--- config.mk ---
export PLATFORM = sky130hd
export DESIGN_NAME = insertion_sorter_top
export DESIGN_NICKNAME = d
export VERILOG_FILES = /design/src/rtl/isort_pkg.sv /design/src/rtl/isort_cell.sv /design/src/rtl/insertion_sorter_top.sv
export SDC_FILE = /design/constraint.sdc
export NUM_CORES = 2
export LEC_CHECK = 0
export ABC_AREA = 1
export BUFFER_PORTS_ARGS = -buffer_cell sky130_fd_sc_hd__buf_2
export CORE_MARGIN = 1.5
export CORE_UTILIZATION = 51
export DETAILED_ROUTE_END_ITERATION = 7
export HOLD_SLACK_MARGIN = 0.1
export PLACE_DENSITY_LB_ADDON = 0.08
export SLEW_MARGIN = 20
export SYNTH_ARGS = -nofsm -noshare
export SYNTH_HDL_FRONTEND = slang
export SYNTH_HIERARCHICAL = 1
export SYNTH_SLANG_ARGS = --single-unit
export TNS_END_PERCENT = 5
--- constraint.sdc ---
create_clock -name clock -period 10.9 [get_ports clock]
set_input_delay 1.635 -clock clock [delete_from_list [all_inputs] [get_ports clock]]
set_output_delay 1.635 -clock clock [all_outputs]
set_load 0.005 [all_outputs]
--- src/rtl/isort_pkg.sv ---
// shared types and constants for the insertion sorter
package isort_pkg;

   localparam int MAX_ITEMS = 32;
   localparam int CNT_W     = $clog2(MAX_ITEMS + 1);
   localparam int DATA_W    = 32;

   typedef struct packed {
      logic signed [DATA_W-1:0] value;
      logic                     last;
   } req_type;

   typedef struct packed {
      logic signed [DATA_W-1:0] sorted_value;
      logic                     last_of_run;
      logic                     overflow;
   } rsp_type;

   // per-cell control from the sequencer
   typedef struct packed {
      logic insert;
      logic shift_down;
      logic valid;
      logic slot;
   } cell_ctl_type;

endpackage

--- src/rtl/isort_cell.sv ---
// one compare-and-shift cell of the sorting chain
module isort_cell (
   input  logic                                clock,
   input  isort_pkg::cell_ctl_type             ctl,
   input  logic signed [isort_pkg::DATA_W-1:0] new_value,
   input  logic signed [isort_pkg::DATA_W-1:0] left_value,
   input  logic                                left_gt,
   input  logic signed [isort_pkg::DATA_W-1:0] right_value,
   output logic signed [isort_pkg::DATA_W-1:0] value,
   output logic                                gt
);
   import isort_pkg::*;

   logic signed [DATA_W-1:0] value_ff;
   logic signed [DATA_W-1:0] value_in;

   // strictly greater, so equal values keep arrival order
   assign gt    = ctl.valid && (value_ff > new_value);
   assign value = value_ff;

   always_comb begin
      value_in = value_ff;
      if (ctl.shift_down) begin
         value_in = right_value;
      end else if (ctl.insert && (gt || ctl.slot)) begin
         value_in = left_gt ? left_value : new_value;
      end
   end

   always_ff @(posedge clock) begin
      value_ff <= value_in;
   end

endmodule

--- src/rtl/insertion_sorter_top.sv ---
// top level of the streaming insertion sorter
//
// Values enter one per cycle while the block is loading; a row of MAX_ITEMS
// compare-and-shift cells inserts each value into place in the cycle it is
// accepted, after any equal values. The transaction marked last closes the
// set: from the next cycle the block presents the n held values in ascending
// order, one per cycle while rsp_ready is high, by shifting the cell row
// towards cell 0, and takes no input until the final result (last_of_run)
// has been accepted. Values beyond MAX_ITEMS are dropped and every result
// of that set carries overflow.
module insertion_sorter_top (
   input  logic               clock,
   input  logic               reset,
   input  logic               req_valid,
   output logic               req_ready,
   input  isort_pkg::req_type req_data,
   output logic               rsp_valid,
   input  logic               rsp_ready,
   output isort_pkg::rsp_type rsp_data
);
   import isort_pkg::*;

   typedef enum logic [1:0] {
      ST_LOAD  = 2'b01,
      ST_DRAIN = 2'b10
   } state_type;

   state_type        state_ff, state_in;
   logic [CNT_W-1:0] count_ff, count_in;
   logic             drop_ff,  drop_in;

   logic req_fire, rsp_fire, full;

   logic signed [DATA_W-1:0] cell_value [MAX_ITEMS];
   logic                     cell_gt    [MAX_ITEMS];
   cell_ctl_type             cell_ctl   [MAX_ITEMS];

   assign req_ready = (state_ff == ST_LOAD);
   assign rsp_valid = (state_ff == ST_DRAIN);
   assign req_fire  = req_valid && req_ready;
   assign rsp_fire  = rsp_valid && rsp_ready;
   assign full      = (count_ff == CNT_W'(MAX_ITEMS));

   assign rsp_data.sorted_value = cell_value[0];
   assign rsp_data.last_of_run  = (count_ff == CNT_W'(1));
   assign rsp_data.overflow     = drop_ff;

   always_comb begin
      state_in = state_ff;
      count_in = count_ff;
      drop_in  = drop_ff;
      case (state_ff)
         ST_LOAD: begin
            if (req_fire) begin
               if (full) begin
                  drop_in = 1'b1;
               end else begin
                  count_in = count_ff + CNT_W'(1);
               end
               if (req_data.last) begin
                  state_in = ST_DRAIN;
               end
            end
         end
         ST_DRAIN: begin
            if (rsp_fire) begin
               count_in = count_ff - CNT_W'(1);
               if (count_ff == CNT_W'(1)) begin
                  state_in = ST_LOAD;
                  drop_in  = 1'b0;
               end
            end
         end
         default: begin
            state_in = ST_LOAD;
         end
      endcase
   end

   always_ff @(posedge clock) begin
      if (reset) begin
         state_ff <= ST_LOAD;
         count_ff <= '0;
         drop_ff  <= 1'b0;
      end else begin
         state_ff <= state_in;
         count_ff <= count_in;
         drop_ff  <= drop_in;
      end
   end

   for (genvar i = 0; i < MAX_ITEMS; i++) begin : g_cell
      logic signed [DATA_W-1:0] left_value;
      logic                     left_gt;
      logic signed [DATA_W-1:0] right_value;

      assign cell_ctl[i].insert     = req_fire && !full;
      assign cell_ctl[i].shift_down = rsp_fire;
      assign cell_ctl[i].valid      = (CNT_W'(i) < count_ff);
      // first empty cell takes the value when nothing above it moves up
      assign cell_ctl[i].slot       = (CNT_W'(i) == count_ff);

      if (i == 0) begin : g_first
         assign left_value = '0;
         assign left_gt    = 1'b0;
      end else begin : g_mid
         assign left_value = cell_value[i-1];
         assign left_gt    = cell_gt[i-1];
      end

      if (i == MAX_ITEMS - 1) begin : g_end
         assign right_value = cell_value[i];
      end else begin : g_inner
         assign right_value = cell_value[i+1];
      end

      isort_cell u_cell (
         .clock       (clock),
         .ctl         (cell_ctl[i]),
         .new_value   (req_data.value),
         .left_value  (left_value),
         .left_gt     (left_gt),
         .right_value (right_value),
         .value       (cell_value[i]),
         .gt          (cell_gt[i])
      );
   end

endmodule
==> flow_summary.json <==
{
  "grt_max_degree": 63,
  "final_common_cell": "nand2_1",
  "drc": 0,
  "setup_viol": 0,
  "top_layer_used": "met5",
  "hp-class": "reg2reg",
  "worstSkewPairLatency_ps": 780,
  "avgRoutedWirePerCell_um": 23.7,
  "coreArea_mm2": 0.159,
  "nFillCells": 14700,
  "h-tree-depth": 4,
  "layout.cells.non_filler": 11900,
  "die_width_um": 404,
  "post_cts_buffers": 0,
  "dp_hpwl_mm": 209,
  "path_clk_slew_ps": 60,
  "drv_cap": 0,
  "hold_violations": 0,
  "via_per_inst": 5.95,
  "die_h_um": 404,
  "m1WireLength_mm": 109,
  "fmax_ghz": 0.193,
  "drt-initial-drc-count": 7075,
  "hold-worst-slack_ps": 543,
  "relSlewSlack_pct": 20.5,
  "drtPass1Iterations": 6,
  "ir_drop_v": 0.000158,
  "ys_warn_count": 6,
  "synth_area_mm2": 0.0820,
  "die-area_mm2": 0.163,
  "vias": 71100,
  "clock_path_buffers": 3,
  "cp_max_fo": 62,
  "dp.cells": 11700,
  "clock-sinks": 1033,
  "cts-root-buf": "clkbuf_16",
  "antenna_found_initial": 12,
  "grt_pass1_wl_mm": 422,
  "initial_utilization_pct": 51.6,
  "portBuffers": 72,
  "drive_gt1_share_pct": 6.18,
  "syn_inst": 9742,
  "power_density_mw_per_mm2": 119,
  "critical_path_required_ps": 11340,
  "grt_pass1_vias": 70000,
  "worstPathArrival_ps": 5620,
  "area_growth_syn_to_layout_pct": 8.37,
  "gp_congestion": 0.940,
  "utilization_pct": 55.9,
  "min_period_ps": 5180,
  "ctsHoldBuffers": 0,
  "grt_remaining_overflow": 0,
  "worst_pin_slew_ps": 1180,
  "p_leak_nw": 38.1,
  "worstSetupPathType": "in2reg",
  "row_count": 146,
  "cts_made_buffers": 132,
  "tritoncts": "built",
  "worst_setup_path_start_kind": "input port",
  "ioPinCount": 73,
  "nets": 10800,
  "postCtsResizedCells": 0,
  "grt_usage_pct": 34.1,
  "route.met3.wl_mm": 20.2,
  "end_kind": "register",
  "min_period_over_period_pct": 47.5,
  "ant_nets": 0,
  "layout_common_cells": "nand2_1, inv_1, ha_1",
  "rsz0062_at_grt": "false",
  "setup-tns-final_ps": 0,
  "worst_clock_skew_ps": 23.7,
  "slew_viol_final": 0,
  "wl_met2_mm": 138,
  "routed_wl_mm": 283,
  "outcome": "finished, final reports clean",
  "synth.avg_cell_area_um2": 8.42
}
cell type report:
class	count	area, µm²	share of cell area (%)
diodes	5	12.5	0.0141
clock buffers	174	3660	4.12
clock inverters	64	616	0.693
inverters	1480	5560	6.26
multi-input cells	6840	44100	49.6
flip-flops and latches	1033	30900	34.8
well taps	2146	2690	3.02
repair buffers	200	1330	1.49
worst paths after layout:
check / to / slack, ps / cells after the start / from
max: g_cell[2].u_cell/value[8] / 5720 / 8 / rsp_ready
min: drop_ff / 540 / 2 / drop_ff
max reg2reg: g_cell[2].u_cell/value[8] / 6210 / 8 / state_ff[0]
min reg2reg: drop_ff / 540 / 2 / drop_ff
flip-flops by register name, indices dropped and copies added (netlist names):
name	cells
g_cell.u_cell/value	1024
drop_ff	1
count_ff	6
state_ff	2
through the flow:
stage	instance area [µm²]	power, W	setup WS (ps)
floorplan	82100	0.00566	2690
global placement	84600	0.00615	5270
detailed placement	84600	0.00620	5190
CTS	88900	0.0106	5990
global route	88900	0.0110	5590
finish	88900	0.0106	5720
power breakdown:
group / internal, W / leakage (nW) / switching [W]
Sequential: 0.00448 / 9.32 / 0.0000924
Clock: 0.00264 / 2.09 / 0.00182
Combinational: 0.000604 / 26.7 / 0.000978
Total: 0.00773 / 38.1 / 0.00289
worst max-delay path, stage by stage:
cell      delay [ps]
buf_2            150
inv_1             80
nor2_4           110
buf_4            540
buf_4            610
clkinv_2         920
nand2_1         1020
buf_4            470
metal layers:
| layer | vias up | GRT usage, % |
|---|---|---|
| met2 | 2717 | 59.4 |
| met3 | 780 | 5.08 |
| met5 | - | 0 |
| met1 | 34200 | 40.9 |
| met4 | 12 | 17.3 |
| li1 | 33400 | - |
Note: power is estimated with default switching activity, not from simulation.
